## src/rtl/lss_pkg.sv

```systemverilog
// ----------------------------------------------------------------------------
// lss_pkg: shared types and constants for the searchable stack
// operation and status codes, cell control group and controller states
// ----------------------------------------------------------------------------
package lss_pkg;

    localparam int DEPTH_DEF = 16;
    localparam int DATA_W    = 32;
    localparam int FUNC_W    = 3;
    localparam int POS_W     = 5;
    localparam int STS_W     = 2;

    localparam logic [DATA_W-1:0] NO_DATA = '1;

    // request codes
    localparam logic [FUNC_W-1:0] FN_PUSH   = 3'd0;
    localparam logic [FUNC_W-1:0] FN_POP    = 3'd1;
    localparam logic [FUNC_W-1:0] FN_PEEK   = 3'd2;
    localparam logic [FUNC_W-1:0] FN_FIND   = 3'd3;
    localparam logic [FUNC_W-1:0] FN_TOP    = 3'd4;
    localparam logic [FUNC_W-1:0] FN_BOTTOM = 3'd5;

    // result status codes
    localparam logic [STS_W-1:0] STS_OK       = 2'd0;
    localparam logic [STS_W-1:0] STS_OVERFLOW = 2'd1;
    localparam logic [STS_W-1:0] STS_EMPTY    = 2'd2;
    localparam logic [STS_W-1:0] STS_RANGE    = 2'd3;

    typedef enum logic {
        ST_IDLE,
        ST_WALK
    } t_state;

    // push moves every cell one place down, pull one place up
    typedef struct packed {
        logic push;
        logic pull;
    } t_cell_ctrl;

endpackage

```

## src/rtl/lss_cell.sv

```systemverilog
// ----------------------------------------------------------------------------
// lss_cell: one stack cell
// holds a word and its valid bit, loads from the neighbour above or below
// ----------------------------------------------------------------------------
module lss_cell (
    input  logic                         i_clk,
    input  logic                         i_rst_n,
    input  lss_pkg::t_cell_ctrl          i_ctrl,
    input  logic [lss_pkg::DATA_W-1:0]   i_up_data,
    input  logic                         i_up_valid,
    input  logic [lss_pkg::DATA_W-1:0]   i_dn_data,
    input  logic                         i_dn_valid,
    output logic [lss_pkg::DATA_W-1:0]   o_data,
    output logic                         o_valid
);

    logic [lss_pkg::DATA_W-1:0] r_data;
    logic                       r_valid;

    always_ff @(posedge i_clk) begin
        if (i_ctrl.push) begin
            r_data <= i_up_data;
        end else if (i_ctrl.pull) begin
            r_data <= i_dn_data;
        end
    end

    always_ff @(posedge i_clk) begin
        if (!i_rst_n) begin
            r_valid <= 1'b0;
        end else if (i_ctrl.push) begin
            r_valid <= i_up_valid;
        end else if (i_ctrl.pull) begin
            r_valid <= i_dn_valid;
        end
    end

    assign o_data  = r_data;
    assign o_valid = r_valid;

endmodule

```

## src/rtl/lifo_stack_with_search.sv

```systemverilog
// ----------------------------------------------------------------------------
// lifo_stack_with_search: bounded stack of 32-bit words with search
// a chain of cells, top of stack in the first cell, plus a small controller
// ----------------------------------------------------------------------------
// usage
//   request channel: i_valid / o_stall with i_func, i_value, i_position;
//   a beat is taken on a rising edge with i_valid high and o_stall low
//   result channel: o_valid / i_stall with o_data, o_found, o_status;
//   every request gives exactly one result beat, in request order
// request handling
//   push, pop, top and requests that fail at once (empty, out of range,
//   overflow, unused code): result in the cycle after the request beat, one
//   request per cycle while no held result stalls the input
//   peek, find and bottom: the chain is rotated once round all I_DEPTH
//   cells, the first cell being examined each step, and the result is
//   loaded when the turn ends; o_stall is high meanwhile
// reset
//   synchronous, active low; the stack comes up empty, no result pending
// stall
//   a result waits in the output register while i_stall is high; a new
//   request is still taken if the result is being drained in that cycle
// ----------------------------------------------------------------------------
module lifo_stack_with_search #(
    parameter int I_DEPTH = lss_pkg::DEPTH_DEF
) (
    input  logic                                i_clk,
    input  logic                                i_rst_n,
    input  logic                                i_valid,
    output logic                                o_stall,
    input  logic [lss_pkg::FUNC_W-1:0]          i_func,
    input  logic signed [lss_pkg::DATA_W-1:0]   i_value,
    input  logic [lss_pkg::POS_W-1:0]           i_position,
    output logic                                o_valid,
    input  logic                                i_stall,
    output logic signed [lss_pkg::DATA_W-1:0]   o_data,
    output logic                                o_found,
    output logic [lss_pkg::STS_W-1:0]           o_status
);

    localparam int CW = $clog2(I_DEPTH + 1);        // fill count
    localparam int KW = $clog2(I_DEPTH);            // index along the chain
    localparam int PW = (CW > lss_pkg::POS_W) ? CW : lss_pkg::POS_W;

    // chain taps
    logic [lss_pkg::DATA_W-1:0] w_data [I_DEPTH];
    logic [I_DEPTH-1:0]         w_valid;
    lss_pkg::t_cell_ctrl        w_ctrl;
    logic [lss_pkg::DATA_W-1:0] w_tail_data;
    logic                       w_tail_valid;

    // controller state
    lss_pkg::t_state            r_state, n_state;
    logic [CW-1:0]              r_count, n_count;
    logic [KW-1:0]              r_k, n_k;
    logic [KW-1:0]              r_tgt, n_tgt;
    logic [lss_pkg::FUNC_W-1:0] r_func, n_func;
    logic [lss_pkg::DATA_W-1:0] r_key, n_key;
    logic                       r_hit, n_hit;
    logic [lss_pkg::DATA_W-1:0] r_cap, n_cap;

    // output register
    logic                       r_out_valid;
    logic [lss_pkg::DATA_W-1:0] r_out_data;
    logic                       r_out_found;
    logic [lss_pkg::STS_W-1:0]  r_out_status;

    logic                       w_ld_out;
    logic [lss_pkg::DATA_W-1:0] w_res_data;
    logic                       w_res_found;
    logic [lss_pkg::STS_W-1:0]  w_res_status;

    logic                       w_acc;
    logic [lss_pkg::POS_W-1:0]  w_pos_eff;
    logic                       w_empty;
    logic                       w_full;
    logic                       w_beyond;

    // take a request only when idle and the result slot is free or draining
    assign o_stall = (r_state != lss_pkg::ST_IDLE) || (r_out_valid && i_stall);
    assign w_acc   = i_valid && !o_stall;

    // position zero reads as the top
    assign w_pos_eff = (i_position == '0) ? lss_pkg::POS_W'(1) : i_position;
    assign w_empty   = (r_count == '0);
    assign w_full    = (r_count == CW'(I_DEPTH));
    assign w_beyond  = (PW'(w_pos_eff) > PW'(r_count));

    // the last cell is fed from the first one while rotating, else empty
    assign w_tail_data  = w_data[0];
    assign w_tail_valid = (r_state == lss_pkg::ST_WALK) && w_valid[0];

    // ------------------------------------------------------------------------
    // cell chain
    // ------------------------------------------------------------------------
    for (genvar g = 0; g < I_DEPTH; g++) begin : g_cell
        logic [lss_pkg::DATA_W-1:0] w_up_data;
        logic                       w_up_valid;
        logic [lss_pkg::DATA_W-1:0] w_dn_data;
        logic                       w_dn_valid;

        if (g == 0) begin : g_top
            assign w_up_data  = i_value;
            assign w_up_valid = 1'b1;
        end else begin : g_mid_up
            assign w_up_data  = w_data[g-1];
            assign w_up_valid = w_valid[g-1];
        end

        if (g == I_DEPTH - 1) begin : g_tail
            assign w_dn_data  = w_tail_data;
            assign w_dn_valid = w_tail_valid;
        end else begin : g_mid_dn
            assign w_dn_data  = w_data[g+1];
            assign w_dn_valid = w_valid[g+1];
        end

        lss_cell u_cell (
            .i_clk      (i_clk),
            .i_rst_n    (i_rst_n),
            .i_ctrl     (w_ctrl),
            .i_up_data  (w_up_data),
            .i_up_valid (w_up_valid),
            .i_dn_data  (w_dn_data),
            .i_dn_valid (w_dn_valid),
            .o_data     (w_data[g]),
            .o_valid    (w_valid[g])
        );
    end

    // ------------------------------------------------------------------------
    // controller: state register
    // ------------------------------------------------------------------------
    always_ff @(posedge i_clk) begin
        if (!i_rst_n) begin
            r_state <= lss_pkg::ST_IDLE;
            r_count <= '0;
        end else begin
            r_state <= n_state;
            r_count <= n_count;
        end
    end

    always_ff @(posedge i_clk) begin
        r_k    <= n_k;
        r_tgt  <= n_tgt;
        r_func <= n_func;
        r_key  <= n_key;
        r_hit  <= n_hit;
        r_cap  <= n_cap;
    end

    // ------------------------------------------------------------------------
    // controller: next state, chain control and result
    // ------------------------------------------------------------------------
    always_comb begin
        n_state      = r_state;
        n_count      = r_count;
        n_k          = r_k;
        n_tgt        = r_tgt;
        n_func       = r_func;
        n_key        = r_key;
        n_hit        = r_hit;
        n_cap        = r_cap;
        w_ctrl       = '0;
        w_ld_out     = 1'b0;
        w_res_data   = lss_pkg::NO_DATA;
        w_res_found  = 1'b0;
        w_res_status = lss_pkg::STS_OK;

        case (r_state)
            lss_pkg::ST_IDLE: begin
                n_k   = '0;
                n_hit = 1'b0;
                n_cap = lss_pkg::NO_DATA;
                n_func = i_func;
                n_key  = i_value;
                if (w_acc) begin
                    w_ld_out = 1'b1;
                    case (i_func)
                        lss_pkg::FN_PUSH: begin
                            if (w_full) begin
                                w_res_status = lss_pkg::STS_OVERFLOW;
                            end else begin
                                w_ctrl.push = 1'b1;
                                n_count     = r_count + CW'(1);
                            end
                        end
                        lss_pkg::FN_POP: begin
                            if (w_empty) begin
                                w_res_status = lss_pkg::STS_EMPTY;
                            end else begin
                                w_ctrl.pull = 1'b1;
                                n_count     = r_count - CW'(1);
                                w_res_data  = w_data[0];
                            end
                        end
                        lss_pkg::FN_PEEK: begin
                            if (w_empty) begin
                                w_res_status = lss_pkg::STS_EMPTY;
                            end else if (w_beyond) begin
                                w_res_status = lss_pkg::STS_RANGE;
                            end else begin
                                // in range, so the target index fits the chain
                                w_ld_out = 1'b0;
                                n_tgt    = KW'(w_pos_eff - lss_pkg::POS_W'(1));
                                n_state  = lss_pkg::ST_WALK;
                            end
                        end
                        lss_pkg::FN_FIND: begin
                            if (w_empty) begin
                                w_res_status = lss_pkg::STS_EMPTY;
                            end else begin
                                w_ld_out = 1'b0;
                                n_state  = lss_pkg::ST_WALK;
                            end
                        end
                        lss_pkg::FN_TOP: begin
                            if (w_empty) begin
                                w_res_status = lss_pkg::STS_EMPTY;
                            end else begin
                                w_res_data = w_data[0];
                            end
                        end
                        lss_pkg::FN_BOTTOM: begin
                            if (w_empty) begin
                                w_res_status = lss_pkg::STS_EMPTY;
                            end else begin
                                w_ld_out = 1'b0;
                                n_tgt    = KW'(r_count - CW'(1));
                                n_state  = lss_pkg::ST_WALK;
                            end
                        end
                        default: begin
                            // unused code: fixed result, no change
                        end
                    endcase
                end
            end
            lss_pkg::ST_WALK: begin
                // first cell holds the entry r_k places below the top
                w_ctrl.pull = 1'b1;
                if (r_func == lss_pkg::FN_FIND) begin
                    if (w_valid[0] && (w_data[0] == r_key)) begin
                        n_hit = 1'b1;
                    end
                end else if (r_k == r_tgt) begin
                    n_cap = w_data[0];
                end
                n_k = r_k + KW'(1);
                if (r_k == KW'(I_DEPTH - 1)) begin
                    // full turn done, chain back in its original order
                    w_ld_out    = 1'b1;
                    w_res_found = n_hit;
                    w_res_data  = (r_func == lss_pkg::FN_FIND) ? lss_pkg::NO_DATA : n_cap;
                    n_state     = lss_pkg::ST_IDLE;
                end
            end
            default: begin
                n_state = lss_pkg::ST_IDLE;
            end
        endcase
    end

    // ------------------------------------------------------------------------
    // result register
    // ------------------------------------------------------------------------
    always_ff @(posedge i_clk) begin
        if (!i_rst_n) begin
            r_out_valid <= 1'b0;
        end else if (w_ld_out) begin
            r_out_valid <= 1'b1;
        end else if (!i_stall) begin
            r_out_valid <= 1'b0;
        end
    end

    always_ff @(posedge i_clk) begin
        if (w_ld_out) begin
            r_out_data   <= w_res_data;
            r_out_found  <= w_res_found;
            r_out_status <= w_res_status;
        end
    end

    assign o_valid  = r_out_valid;
    assign o_data   = r_out_data;
    assign o_found  = r_out_found;
    assign o_status = r_out_status;

    // ------------------------------------------------------------------------
    // checks
    // ------------------------------------------------------------------------
`ifndef ASSERT_OFF
    // fill count never passes the depth
    a_count_bound: assert property (@(posedge i_clk) disable iff (!i_rst_n)
        r_count <= CW'(I_DEPTH))
        else $error("fill count beyond depth");

    // between requests the occupied cells match the fill count
    a_valid_count: assert property (@(posedge i_clk) disable iff (!i_rst_n)
        (r_state == lss_pkg::ST_IDLE) |-> ($countones(w_valid) == int'(r_count)))
        else $error("cell valid bits disagree with fill count");

    // a pop on a non-empty stack takes exactly one word
    a_pop_count: assert property (@(posedge i_clk) disable iff (!i_rst_n)
        (w_acc && (i_func == lss_pkg::FN_POP) && (r_count != '0))
        |=> (r_count == $past(r_count) - CW'(1)))
        else $error("pop did not lower fill count");

    // a rotation never overwrites an undelivered result before it ends
    a_walk_slot: assert property (@(posedge i_clk) disable iff (!i_rst_n)
        $rose(r_state == lss_pkg::ST_WALK) |-> !r_out_valid)
        else $error("result slot busy at start of rotation");
`endif

endmodule

```

## config.mk

```make
export PLATFORM = sky130hd
export DESIGN_NAME = lifo_stack_with_search
export DESIGN_NICKNAME = d
export VERILOG_FILES = /design/src/rtl/lss_pkg.sv /design/src/rtl/lss_cell.sv /design/src/rtl/lifo_stack_with_search.sv
export SDC_FILE = /design/constraint.sdc
export NUM_CORES = 1
export LEC_CHECK = 0
export ABC_AREA = 1
export BUFFER_PORTS_ARGS = -buffer_cell sky130_fd_sc_hd__buf_2
export CAP_MARGIN = 20
export CORE_MARGIN = 8
export CORE_UTILIZATION = 50
export CTS_BUF_LIST = sky130_fd_sc_hd__clkbuf_4 sky130_fd_sc_hd__clkbuf_8
export DETAILED_ROUTE_END_ITERATION = 7
export HOLD_SLACK_MARGIN = 0.15
export PLACE_DENSITY = 0.68
export SLEW_MARGIN = 5
export SYNTH_ARGS = -nofsm -noshare
export SYNTH_HDL_FRONTEND = slang
export SYNTH_SLANG_ARGS = --single-unit
```

## constraint.sdc

```tcl
create_clock -name i_clk -period 33.2 [get_ports i_clk]
set_clock_uncertainty 0.1 [all_clocks]
set_input_delay 6.64 -clock i_clk [delete_from_list [all_inputs] [get_ports i_clk]]
set_output_delay 6.64 -clock i_clk [all_outputs]
set_load 0.1 [all_outputs]
```

==> Word-level counts from Yosys, hierarchy flattened <==
Cells that the tools add are included.
Widths: inputs -> output; s select.
{ "op_classes": {"n_addsub": 4, "order_cmp": 1, "n_eq_ne": 16, "muxes": 112, "n_bitwise": 2, "reduce_logical": 19} }
{ "op_table": {"columns": ["operator", "count"], "rows": [
  ["$mux 32", 39],
  ["$pmux 32 s2", 2],
  ["$mux 1", 51],
  ["$eq 32x32->1", 1],
  ["$pmux 4 s2", 2],
  ["$mux 5", 3],
  ["$mux 4", 3],
  ["$pmux 1 s2", 6],
  ["$logic_not 5->1", 2],
  ["$ne 2x2->1 const B", 5],
  ["$pmux 5 s2", 1],
  ["$eq 3x2->1 const B", 3],
  ["$mux 2", 4],
  ["$eq 3x3->1 const B", 2],
  ["$pmux 2 s3", 1],
  ["$reduce_and 6->1", 1],
  ["$reduce_bool 2->1", 3],
  ["$reduce_or 2->1", 3],
  ["$add 5x1->5 const B", 1],
  ["$eq 5x5->1 const B", 1],
  ["$gt 5x5->1", 1],
  ["$reduce_and 5->1", 1],
  ["$sub 5x1->5 const B", 1],
  ["$add 4x1->4 const B", 1],
  ["12 further kinds", 16]
]} }
{ "totals": {"regBits": 646, "out_inout_bits": 37, "word_cells": 198} }

==> Longest topological paths before layout <==
{ "depth": {"depth_word": 9, "depth_mapped": 14, "ltp_nobuf": 14} }

==> By module <==
Synthesis repeated with hierarchy kept, for this count alone.
{ "unflattened": {"cells_unflattened": 2893, "area_unflattened_um2": 29743.5} }
{ "modules_own_cells": {"columns": ["mod", "instances", "cells_each", "area_each_um2"], "rows": [
  ["lss_cell", 16, 145, 1522.7],
  ["lifo_stack_with_search", 1, 573, 5380.2]
]} }

==> Least setup slack after synthesis <==
Ideal clock, no wire load.
{ "synth_timing": {"kind": "input to register", "start": "in i_stall", "end": "reg g_cell[0].u_cell.r_data, in the netlist g_cell[0].u_cell.o_data[0], enable pin", "setup_time_ns": 4.944, "t_arrival_ns": 18.417, "required_ns": 28.156, "setup_slack_ns": 9.740, "cell_stages": 5, "n_path_buf": 0, "cell_sequence": "nand2_1 nand3_2 inv_2 nand3_2 nand3_1"} }
{ "synth_between": {"elab_chain_cells": 7, "elab_cells_between_ends": 8} }
{ "synth_lines": {"columns": ["element", "line", "rtl"], "rows": [
  ["start: declaration", "lifo_stack_with_search.sv:34", "input logic i_stall,"],
  ["$logic_and 1x1->1 *", "lifo_stack_with_search.sv:79", "assign o_stall = (r_state != lss_pkg::ST_IDLE) || (r_out_valid && i_stall);"],
  ["$logic_or 1x1->1 *", "lifo_stack_with_search.sv:79", null],
  ["$logic_not 1->1 *", "lifo_stack_with_search.sv:80", "assign w_acc = i_valid && !o_stall;"],
  ["$logic_and 1x1->1 *", "lifo_stack_with_search.sv:80", null],
  ["$mux 2 *", "lifo_stack_with_search.sv:177", "if (w_acc) begin"],
  ["$pmux 1 s2 / $mux 1 (equally long branches)", "lifo_stack_with_search.sv:170", "case (r_state)"],
  ["$reduce_bool 2->1 (no line) *", null, null],
  ["end signal: assignment", "lss_cell.sv:22", "r_data <= i_up_data;"],
  ["end signal: assignment", "lss_cell.sv:24", "r_data <= i_dn_data;"],
  ["end: declaration", "lss_cell.sv:17", "logic [lss_pkg::DATA_W-1:0] r_data;"]
]} }
Mark *: on every way between the ends. The rest lies on a longest branch, timed or not.
A chain may end at the register's enable or synchronous reset.

==> Final worst setup path <==
{ "layout_timing": {"start": "in i_stall", "end": "out o_stall"} }
{ "layout_between": {"elab_chain_cells": 2} }
{ "layout_lines": {"columns": ["element", "line", "rtl"], "rows": [
  ["$logic_and 1x1->1", "lifo_stack_with_search.sv:79", null],
  ["$logic_or 1x1->1", "lifo_stack_with_search.sv:79", null],
  ["end: declaration", "lifo_stack_with_search.sv:29", "output logic o_stall,"]
]} }
No other way between the ends.

==> flow_summary_export.csv <==
group,metric,value,unit
status,outcome,"completed",
power,switchingPower,0.387,mW
floorplan,die_area,63300,µm²
sta,fin_crit,14.04,ns
clocking,clockRootBuffer,"clkbuf_8",
cells_and_area,drive_gt1_frac,0.110,
drt,ant_nets,0,
clocking,clk_latency,0.68,ns
clocking,holdBufCountCts,0,
power,p_int,1.31,mW
critical_path,required,26.46,ns
sta,slew_headroom,0.274,
cells_and_area,fillCellCount,4574,
power,peakVddDrop,0.0405,mV
drt,drt-total-wl,51300,µm
critical_path,cp-end-kind,"output pin",
sta,rsz0062_at_grt,"false",
cells_and_area,final_common_cell,"edfxtp_1",
drt,drt_iter0_markers,1565,
critical_path,path_delay_family,"buffers and inverters",
placement,gp_congestion,0.855,
sta,clock.fmax,71.2,MHz
placement,dp_cells,3285,
critical_path,cp_max_fo,3,
sta,setup_tns,0,ns
synthesis,synth_cells,2580,
synthesis,synth_edf_count,586,
clocking,post_cts_buffers,0,
drt,vias_per_cell,5.05,
global_routing,grt_first_pass_wirelength,83700,µm
power,clock_power_share,0.384,
synthesis,ys_warn_count,0,
power,fin_total_pwr,1.70,mW
critical_path,cp.arrival,7.30,ns
critical_path,max_stage_delay,0.42,ns
floorplan,start_util,0.504,
critical_path,cp-start-kind,"primary input",
critical_path,cp_cell_sequence,"buf_2, nand2_1, nand2_1, buf_2",
clocking,cts_buffers,102,
drt,firstDrtPassIters,6,
floorplan,die_height,252,µm
sta,setup_slack,19.16,ns
floorplan,rows,86,
floorplan,die_w,252,µm
synthesis,syn_area_per_cell,10.8,µm²
power,p_seq_frac,0.556,
power,power_density,55.8,nW/µm²
critical_path,worst-path-buf-inv,2,
critical_path,ff2ff_setup_slack,28.26,ns
global_routing,grtUsageTotal,0.159,
drt,routedWlPerCell,14.8,µm
global_routing,grt_antenna_before_repair,3,
power,switching_share,0.228,
power,power_leakage,12.2,nW
cells_and_area,nets,2695,
cells_and_area,stdcell_count,3471,
sta,setup_violations,0,
global_routing,grt_pass1_vias,16900,
placement,port_buffers,80,
sta,timing.final.max_slew_violations,0,
floorplan,ios,81,
clocking,cts.sinks,646,
global_routing,grt_overflow,0,
synthesis,ys_seq_area_frac,0.678,
cells_and_area,final_cell_mix,"edfxtp_1, nand2_1, inv_1, nor2_1, a21oi_1",
synthesis,async_flop_share,0,
synthesis,synth_ff_type,"edfxtp_1",
run,maxCapViolCount,0,
cells_and_area,areaGrowthSynthToFinish,9.83,%
placement,place_hpwl,32600,µm
clocking,h-tree-depth,3,
global_routing,grt_max_degree,313,
sta,min_period_over_period,0.423,
clocking,clk_pin_slew,0.06,ns
cells_and_area,final_util,0.554,
power,combPwrFrac,0.060,
drt,vias,17500,
synthesis,ys_ff_latch,646,
clocking,cts_buffer_depth,3,
clocking,cts_resized,0,
drt,post-route-drc-count,0,
synthesis,synth_nets,2632,
floorplan,coreArea,55000,µm²
critical_path,worstSetupPathType,"in -> out",
synthesis,synth_cell_types,36,
synthesis,syn-cell-area,27700,µm²
sta,final_hold_viol_count,0,
clocking,tritoncts,"yes",
sta,tightestPinTransition,1.09,ns
critical_path,crit_slowest_cell,"buf_2",
placement,dp_slack,19.16,ns
min_path,hold_class,"reg -> reg",
==> worst paths after layout <==
kind	start	to	cells after the start
setup / recovery	i_stall	o_stall	4
hold / removal	r_hit$_DFF_P_	r_hit$_DFF_P_	2
setup reg to reg	r_state$_SDFF_PN0_	g_cell[9].u_cell.o_data[12]$_DFFE_PP_	9
hold reg to reg	r_hit$_DFF_P_	r_hit$_DFF_P_	2
==> power groups by stage <==
stage          registers [mW]  clock network, mW  logic (mW)
3_5_place_dp            0.962                  0       0.102
6_report                0.945              0.652       0.101
4_1_cts                 0.946              0.669       0.102
5_1_grt                 0.948              0.703       0.115
2_1_floorplan           0.993                  0      0.0703
3_3_place_gp            0.961                  0      0.0969
==> worst min-delay path, stage by stage (launching register included) <==
cell and delay, ns:
dfxtp_1 0.30, inv_1 0.06, a21oi_1 0.06
==> registers in the layout, indices dropped and copies added (netlist names), 2 cells and up <==
name and flops:
o_data 32, r_count 5, o_status 2, r_key 32, r_k 4, g_cell.u_cell.o_valid 16, r_func 3, r_tgt 4
r_cap 32, g_cell.u_cell.o_data 512
==> area by class of cell <==
cell class | instances | area (µm²) | area share
clock buffers | 153 | 1840 | 0.0603
flip-flops and latches | 646 | 18800 | 0.617
diodes | 3 | 7.51 | 0.000246
multi-input cells | 1448 | 6830 | 0.224
inverters | 345 | 1290 | 0.0425
well taps | 748 | 936 | 0.0307
repair buffers | 100 | 616 | 0.0202
clock inverters | 28 | 145 | 0.00476
==> cell families after synthesis <==
logic type / after synthesis / synth area share
flops: 646 / 0.678
fa+ha+maj: 8 / 0.00361
mux: 9 / 0.00365
buf+inv: 486 / 0.0769
compound gates: 647 / 0.124
simple gates: 763 / 0.107
xor+xnor: 21 / 0.00663
==> Yosys cell counts (8+ instances only) <==
library cell / number / share of area
a21oi_2: 10 / 0.0032
inv_1: 340 / 0.046
nor2_1: 280 / 0.038
o211ai_1: 65 / 0.018
nand4_1: 10 / 0.0023
buf_2: 46 / 0.0083
o21ai_1: 108 / 0.019
dfxtp_1: 60 / 0.043
buf_4: 13 / 0.0035
xnor2_1: 16 / 0.0051
clkbuf_1: 50 / 0.0068
nand2_1: 440 / 0.060
a21oi_1: 267 / 0.048
mux2_2: 8 / 0.0032
buf_6: 27 / 0.011
o21ai_0: 193 / 0.035
edfxtp_1: 586 / 0.63
nand3_1: 18 / 0.0032
ha_1: 8 / 0.0036
==> per-stage QoR <==
step,hold slack (ns),instance area (µm²)
detailed placement,0.357,28400
finish,0.364,30500
global route,0.381,30500
global placement,0.346,28400
CTS,0.368,30400
floorplan,0.336,27700
==> metal layers <==
layer | wire (µm) | part of all wire | vias to the layer above | GRT usage
met4 | 1270 | 0.025 | 2 | 0.0537
met2 | 24600 | 0.48 | 310 | 0.261
met1 | 23100 | 0.45 | 8249 | 0.210
li1 | - | - | 8881 | -
met5 | 12 | 0.00023 | - | 0
met3 | 2210 | 0.043 | 98 | 0.0347
No activity file was read; power rests on OpenSTA's default activity.
